--- config.mk ---
export PLATFORM = sky130hd
export DESIGN_NAME = pptu_ctrl
export DESIGN_NICKNAME = d
export VERILOG_FILES = /design/src/sv/pptu_pkg.sv /design/src/sv/pptu_ctrl.sv
export SDC_FILE = /design/constraint.sdc
export NUM_CORES = 1
export LEC_CHECK = 0
export BUFFER_PORTS_ARGS = -buffer_cell sky130_fd_sc_hd__clkbuf_2
export CAP_MARGIN = 10
export CORE_MARGIN = 5
export CORE_UTILIZATION = 30
export DETAILED_ROUTE_END_ITERATION = 7
export SETUP_SLACK_MARGIN = 0.4
export SLEW_MARGIN = 5
export SYNTH_ARGS = -nofsm -noshare
export SYNTH_HDL_FRONTEND = slang
export SYNTH_SLANG_ARGS = --single-unit
--- constraint.sdc ---
create_clock -name clk -period 1.8 [get_ports clk]
set_input_delay 0.36 -clock clk [delete_from_list [all_inputs] [get_ports clk]]
set_output_delay 0.36 -clock clk [all_outputs]
set_load 0.03 [all_outputs]
--- src/sv/pptu_pkg.sv ---
// Shared constants, types and codes for the point projection / depth test unit.
// No dependencies; imported by the divider, sequencer, datapath, top level and checker.
`timescale 1ns / 1ps
`default_nettype none
package pptu_pkg;

  localparam int SCREEN_WIDTH  = 320;
  localparam int SCREEN_HEIGHT = 240;
  localparam int FAR_LIMIT     = 4096;

  localparam int PIXELS   = SCREEN_WIDTH * SCREEN_HEIGHT;
  localparam int ADDR_W   = $clog2(PIXELS);
  localparam int FAR_Q8   = FAR_LIMIT * 256;
  localparam int DEPTH_W  = $clog2(FAR_Q8 + 1);
  localparam int NEAR_Q8  = 13;
  localparam int DEN_W    = DEPTH_W + 6;
  localparam int HALF_W   = SCREEN_WIDTH / 2;
  localparam int HALF_H   = SCREEN_HEIGHT / 2;
  localparam int MAX_DIM  = (SCREEN_WIDTH > SCREEN_HEIGHT) ? SCREEN_WIDTH : SCREEN_HEIGHT;
  localparam int QBITS    = $clog2(MAX_DIM);
  localparam int PIPE_CYC = 8;
  localparam int CNT_MAX  = (QBITS > PIPE_CYC) ? QBITS : PIPE_CYC;
  localparam int CNT_W    = $clog2(CNT_MAX + 1);
  localparam int CFG_IDX_W = 3;
  localparam int CFG_DATA_W = 32;

  typedef enum logic [CFG_IDX_W-1:0] {
    CFG_CAMERA_X    = 3'd0,
    CFG_CAMERA_Y    = 3'd1,
    CFG_CAMERA_Z    = 3'd2,
    CFG_YAW_COS     = 3'd3,
    CFG_YAW_SIN     = 3'd4,
    CFG_PITCH_COS   = 3'd5,
    CFG_PITCH_SIN   = 3'd6,
    CFG_FOCAL       = 3'd7
  } cfg_idx_t;

  typedef enum logic [2:0] {
    ST_CLR,
    ST_IDLE,
    ST_PIPE,
    ST_DIV,
    ST_RD,
    ST_CMP
  } state_t;

  typedef struct packed {
    logic cap;
    logic div_load;
    logic div_step;
    logic ld_out;
    logic pix_we;
    logic clr_en;
  } cmd_t;

  typedef struct packed {
    logic clr_done;
    logic keep;
    logic div_ok;
    logic win;
  } sts_t;

endpackage
`default_nettype wire

--- src/sv/pptu_ctrl.sv ---
// Sequencer for the projection unit: clear sweep, pipeline timing, divide,
// depth read/compare and output slot. Depends on pptu_pkg.
`timescale 1ns / 1ps
`default_nettype none
module pptu_ctrl (
  input  logic            clk,
  input  logic            rst_n,
  input  logic            in_valid,
  input  logic            in_mode,
  output logic            in_ready,
  input  logic            out_ready,
  output logic            out_valid,
  input  pptu_pkg::sts_t  sts,
  output pptu_pkg::cmd_t  cmd
);
  import pptu_pkg::*;

  state_t           state_r, state_nxt;
  logic [CNT_W-1:0] cnt_r, cnt_nxt;
  logic             out_valid_r, out_valid_nxt;
  logic             slot_free;

  assign slot_free = !out_valid_r || out_ready;

  always_ff @(posedge clk) begin
    if (!rst_n) begin
      state_r     <= ST_CLR;
      cnt_r       <= '0;
      out_valid_r <= 1'b0;
    end else begin
      state_r     <= state_nxt;
      cnt_r       <= cnt_nxt;
      out_valid_r <= out_valid_nxt;
    end
  end

  always_comb begin
    state_nxt     = state_r;
    cnt_nxt       = cnt_r;
    out_valid_nxt = out_valid_r && !out_ready;
    cmd           = '0;
    in_ready      = 1'b0;
    case (state_r)
      ST_CLR: begin
        cmd.clr_en = 1'b1;
        if (sts.clr_done) begin
          state_nxt = ST_IDLE;
        end
      end
      ST_IDLE: begin
        in_ready = 1'b1;
        cnt_nxt  = '0;
        if (in_valid) begin
          cmd.cap   = 1'b1;
          state_nxt = in_mode ? ST_CLR : ST_PIPE;
        end
      end
      ST_PIPE: begin
        cnt_nxt = cnt_r + 1'b1;
        if (cnt_r == CNT_W'(PIPE_CYC - 1)) begin
          cnt_nxt = '0;
          if (sts.keep) begin
            cmd.div_load = 1'b1;
            state_nxt    = ST_DIV;
          end else begin
            state_nxt = ST_IDLE;
          end
        end
      end
      ST_DIV: begin
        cmd.div_step = 1'b1;
        cnt_nxt      = cnt_r + 1'b1;
        if (cnt_r == CNT_W'(QBITS - 1)) begin
          cnt_nxt   = '0;
          state_nxt = ST_RD;
        end
      end
      ST_RD: begin
        // address settles this cycle, stored depth arrives next
        state_nxt = sts.div_ok ? ST_CMP : ST_IDLE;
      end
      ST_CMP: begin
        if (!sts.win) begin
          state_nxt = ST_IDLE;
        end else if (slot_free) begin
          cmd.pix_we    = 1'b1;
          cmd.ld_out    = 1'b1;
          out_valid_nxt = 1'b1;
          state_nxt     = ST_IDLE;
        end
      end
      default: begin
        state_nxt = ST_IDLE;
      end
    endcase
  end

  assign out_valid = out_valid_r;
endmodule
`default_nettype wire

; ---- Word-level counts from Yosys, hierarchy flattened
; Cells that the tools add are included.
[totals]
output_inout_bits = 8
in_bits = 9
regBits = 8
[op_classes]
addsub = 1
muxes = 27
n_eq_ne = 12
reduce_logical = 7
[ops]
columns = cell, n
row1 = 3-bit 2-to-1 mux, 7
row2 = 3-bit case mux with 6 select lines, 1
row3 = 4-bit case mux with 3 select lines, 1
row4 = 1-bit 2-to-1 mux, 11
row5 = 2-bit 2-to-1 mux, 5
row6 = 4-bit 2-to-1 mux, 2
row7 = 2-bit != test (second input constant), 4
row8 = 3-bit by 2-bit equality test with 1-bit output (second input constant), 2
row9 = 3-bit equality test (second input constant), 2
row10 = 5-bit AND reduction, 1
row11 = 4-bit by 1-bit adder with 4-bit output (second input constant), 1
row12 = 4-bit by 3-bit equality test with 1-bit output (second input constant), 1
row13 = 4-bit equality test (second input constant), 1
row14 = 3-bit by 1-bit equality test with 1-bit output (second input constant), 1
row15 = 3-bit zero test, 1
row16 = 3-bit != test (second input constant), 1
row17 = 3-bit nonzero test, 1
row18 = 1-bit zero test, 2
row19 = 1-bit logical AND, 1
row20 = 1-bit logical OR, 1

; ---- Longest topological paths before layout
[logic_depth]
word_depth = 5
mapped_depth = 6

; ---- Worst setup path before layout
; OpenSTA, ideal clock, no wires.
[synth_timing]
path_type = flip-flop to output port
startpoint = register cnt_r[0]
endpoint = output port cmd[4] (netlist bit)
path_buffers = 0
setup_slack_ns = -0.122
t_required_ns = 1.440
t_arrival_ns = 1.562
stages_incl_launch_ff = 4
cell_sequence = dfxtp_1 ha_1 nand3b_1 nor4_1
[synth_lines]
columns = element, line_no
row1 = from (decl), pptu_ctrl.sv:19  ; logic [CNT_W-1:0] cnt_r, cnt_nxt;
row2 = from (signal assigned), pptu_ctrl.sv:32  ; cnt_r <= cnt_nxt;
row3 = to (decl), pptu_ctrl.sv:14  ; output pptu_pkg::cmd_t cmd

==> results_dict.tcl <==
set metrics [dict create \
    status "complete, no violations" \
    cp-end-kind "output pin" \
    synth.distinct_cells 30 \
    synth_top_area_share_pct 29.91 \
    fillers 131 \
    die_h_um 52.25 \
    synth_xor_area_share_pct 0 \
    rows 15 \
    boundaryPins 17 \
    routed_via_density 4.828 \
    netlist_area_um2 535.5 \
    fin_crit_ns 1.683 \
    irDropWorstVdd_mv 0.4759 \
    critPathLaunchType "register" \
    initial_core_util_pct 31.36 \
    drt_drc_violations_left 0 \
    port_buffers 16 \
    htree_levels 1 \
    vias 589 \
    globalRouteTotalUtil_pct 12.59 \
    dpl_worst_slack_ns 0.2698 \
    relSlewSlack_pct 69.01 \
    core_area_mm2 0.001708 \
    drt_pre_antenna_iters 6 \
    p_leak_uw 0.0004063 \
    wl_per_cell_um 15.11 \
    ys.flop_type "dfxtp_1" \
    grt_pass1_vias 523 \
    grt-ovfl-total 0 \
    yosys.area.top_type "dfxtp_1" \
    syn_area_per_cell_um2 8.239 \
    yosys.area_share.simple_pct 31.78 \
    hpwl_um 923.6 \
    hold_viol 0 \
    yosysWarnings 0 \
    syn_to_final_growth_pct 85.05 \
    max_freq_mhz 594.1 \
    synth_fa_ha_area_share_pct 4.673 \
    p_per_area_mw_per_mm2 562.7 \
    arrival_ns 1.32 \
    diodes 0 \
    synth_top_family_by_area "simple AND/OR/NAND/NOR gates" \
    cp_data_required_time_ns 1.44 \
    slowest_delay_ns 0.37 \
    fin_crit_sh_pct 93.51 \
    drive_above_1_share_pct 61.86 \
    fin_setup_tns_ns 0 \
    cap_violations 0 \
    cts_max_path_buffers 2 \
    synth_area_leaders "dfxtp_1 (30%), nand4b_1 (4.9%), ha_1 (4.7%)" \
    cts_tree "done" \
    yosysMostFrequentCell "dfxtp_1" \
    hold-path-cell-count 2 \
    ys_ff_latch 8 \
    antenna_found_initial 0 \
    setup.worst_path.class "register to output pin" \
    fin_skew_ns 0.006074 \
    drt_iter0_markers 6 \
    clkSlewWorstSetupHoldPaths_ns 0.05 \
    drtAntennaViolNets 0 \
    cp_max_fo 5 \
    postSynth.asyncResetShare_pct 0 \
    clkSinkCount 8 \
    cts_root_buffer "clkbuf_4" \
    fin_nets 110 \
    cts_buffers 3 \
    synth_cells 65 \
    clk_latency_ns 0.26 \
    totalWireLength_um 1843 \
    ff2ff_path_depth 6 \
    drv_slew 0 \
    ys_seq_area_share_pct 29.91 \
    dieArea_mm2 0.002730 \
    synth.mux.area_fraction_pct 1.869 \
    grt_max_degree 10 \
    synthTopCellsByCount "dfxtp_1 (8), inv_1 (6), o21ai_1 (5), nand2_1 (4), nor2_1 (4)" \
    crit_path_top_delay_cell "dfxtp_4" \
    synth_edf_count 0 \
    synth-compound-area-share_pct 21.73 \
    grt_pass1_wl_um 2463 \
    setup_viol 0 \
    min_path_type "primary input to register" \
    grt_setup_unrepaired "true" \
    place_congestion 0.7473 \
    synth_nets 76 \
    cts_hold_buf 0 \
    path_cells "nand4b_1 > nor2b_4 > buf_6" \
    tightest_slew_ns 0.4639 \
    setup_slack_ns 0.1167 \
    die_w_um 52.25 \
]
[metal layers]
| layer | part of all wire [%] | vias to the layer above | global-route usage [%] |
|---|---|---|---|
| met4 | 0.60 | 0 | 3.830 |
| met2 | 55 | 11 | 18.41 |
| li1 | - | 295 | - |
| met5 | 0 | - | 0 |
| met1 | 40 | 281 | 16.61 |
| met3 | 3.7 | 2 | 5.413 |
[state kept, by name (all words and copies together), names as in the netlist]
| register | flops |
|---|---|
| state_r | 3 |
| cnt_r | 4 |
| out_valid | 1 |
[cell families after synthesis]
kind of cell    Yosys count
buf+inv                  10
compound gates           15
mux                       1
flops                     8
fa+ha+maj                 2
simple gates             29
[worst max-delay path: cells and delay by family, from the launching register on]
| family | cells | cell delay, ns |
|---|---|---|
| DFF | 1 | 0.37 |
| and+or+nand+nor | 2 | 0.55 |
| buffers and inverters | 1 | 0.15 |
[power by group]
group | internal, uW | leakage (uW) | switching (uW)
clock | 76.6 | 0.0000138 | 66.1
sequential | 185 | 0.0000680 | 15.8
combinational | 98.3 | 0.000325 | 116
total | 360 | 0.000406 | 197
[worst paths after layout]
check | startpoint | endpoint | slack (ns)
worst min-delay path | rst_n | state_r[0]$_SDFFE_PN0P_ | 0.44
worst max register to register | cnt_r[0]$_SDFFE_PN0P_ | cnt_r[3]$_SDFFE_PN0P_ | 0.19
worst min register to register | cnt_r[2]$_SDFFE_PN0P_ | cnt_r[2]$_SDFFE_PN0P_ | 0.55
worst max-delay path | state_r[1]$_SDFFE_PN0P_ | cmd[1] | 0.12
[cells in the final DEF, fill, tap and decap left out, types with 2 or more instances in the layout]
master / n
clkbuf_2: 9
dfxtp_4: 3
nand2_1: 4
buf_6: 10
ha_4: 2
nor2b_1: 2
dfxtp_2: 2
dfxtp_1: 3
inv_1: 4
buf_4: 10
clkbuf_4: 3
nor3b_1: 2
nand3_1: 2
nor2_1: 2
o21ai_1: 2
and2_1: 2
nor2_4: 2
o21ai_2: 3
clkbuf_8: 2
buf_8: 2
nand4b_1: 3
[final cells by class]
cell class / instances / area (um^2) / area share, %
multi-input combinational: 47 / 447.9 / 45.20
timing repair buffer: 33 / 290.3 / 29.29
sequential: 8 / 173.9 / 17.55
tap: 25 / 31.28 / 3.157
inverter: 6 / 25.02 / 2.525
clock buffer: 3 / 22.52 / 2.273
[through the flow]
stage	total power (uW)	cell area, um^2	hold slack, ns	utilization, %	instances
after floorplan	302.5	558.0	0.4817	-	65
after global placement	337.4	641.9	0.5255	37.58	103
after detailed placement	338.4	641.9	0.5299	37.58	103
after CTS	531.8	879.6	0.4271	51.50	116
after global routing	588.6	991.0	0.4497	58.02	122
final	557.6	991.0	0.4352	58.02	122
[timing repair]
action / in CTS / in global routing
setup buffers: 10 / 6
endpoints found under the setup margin: 13 / 13
gates resized for setup: 38 / 18
pin swaps: 7 / 6
Power figures use the tool's default switching activity.
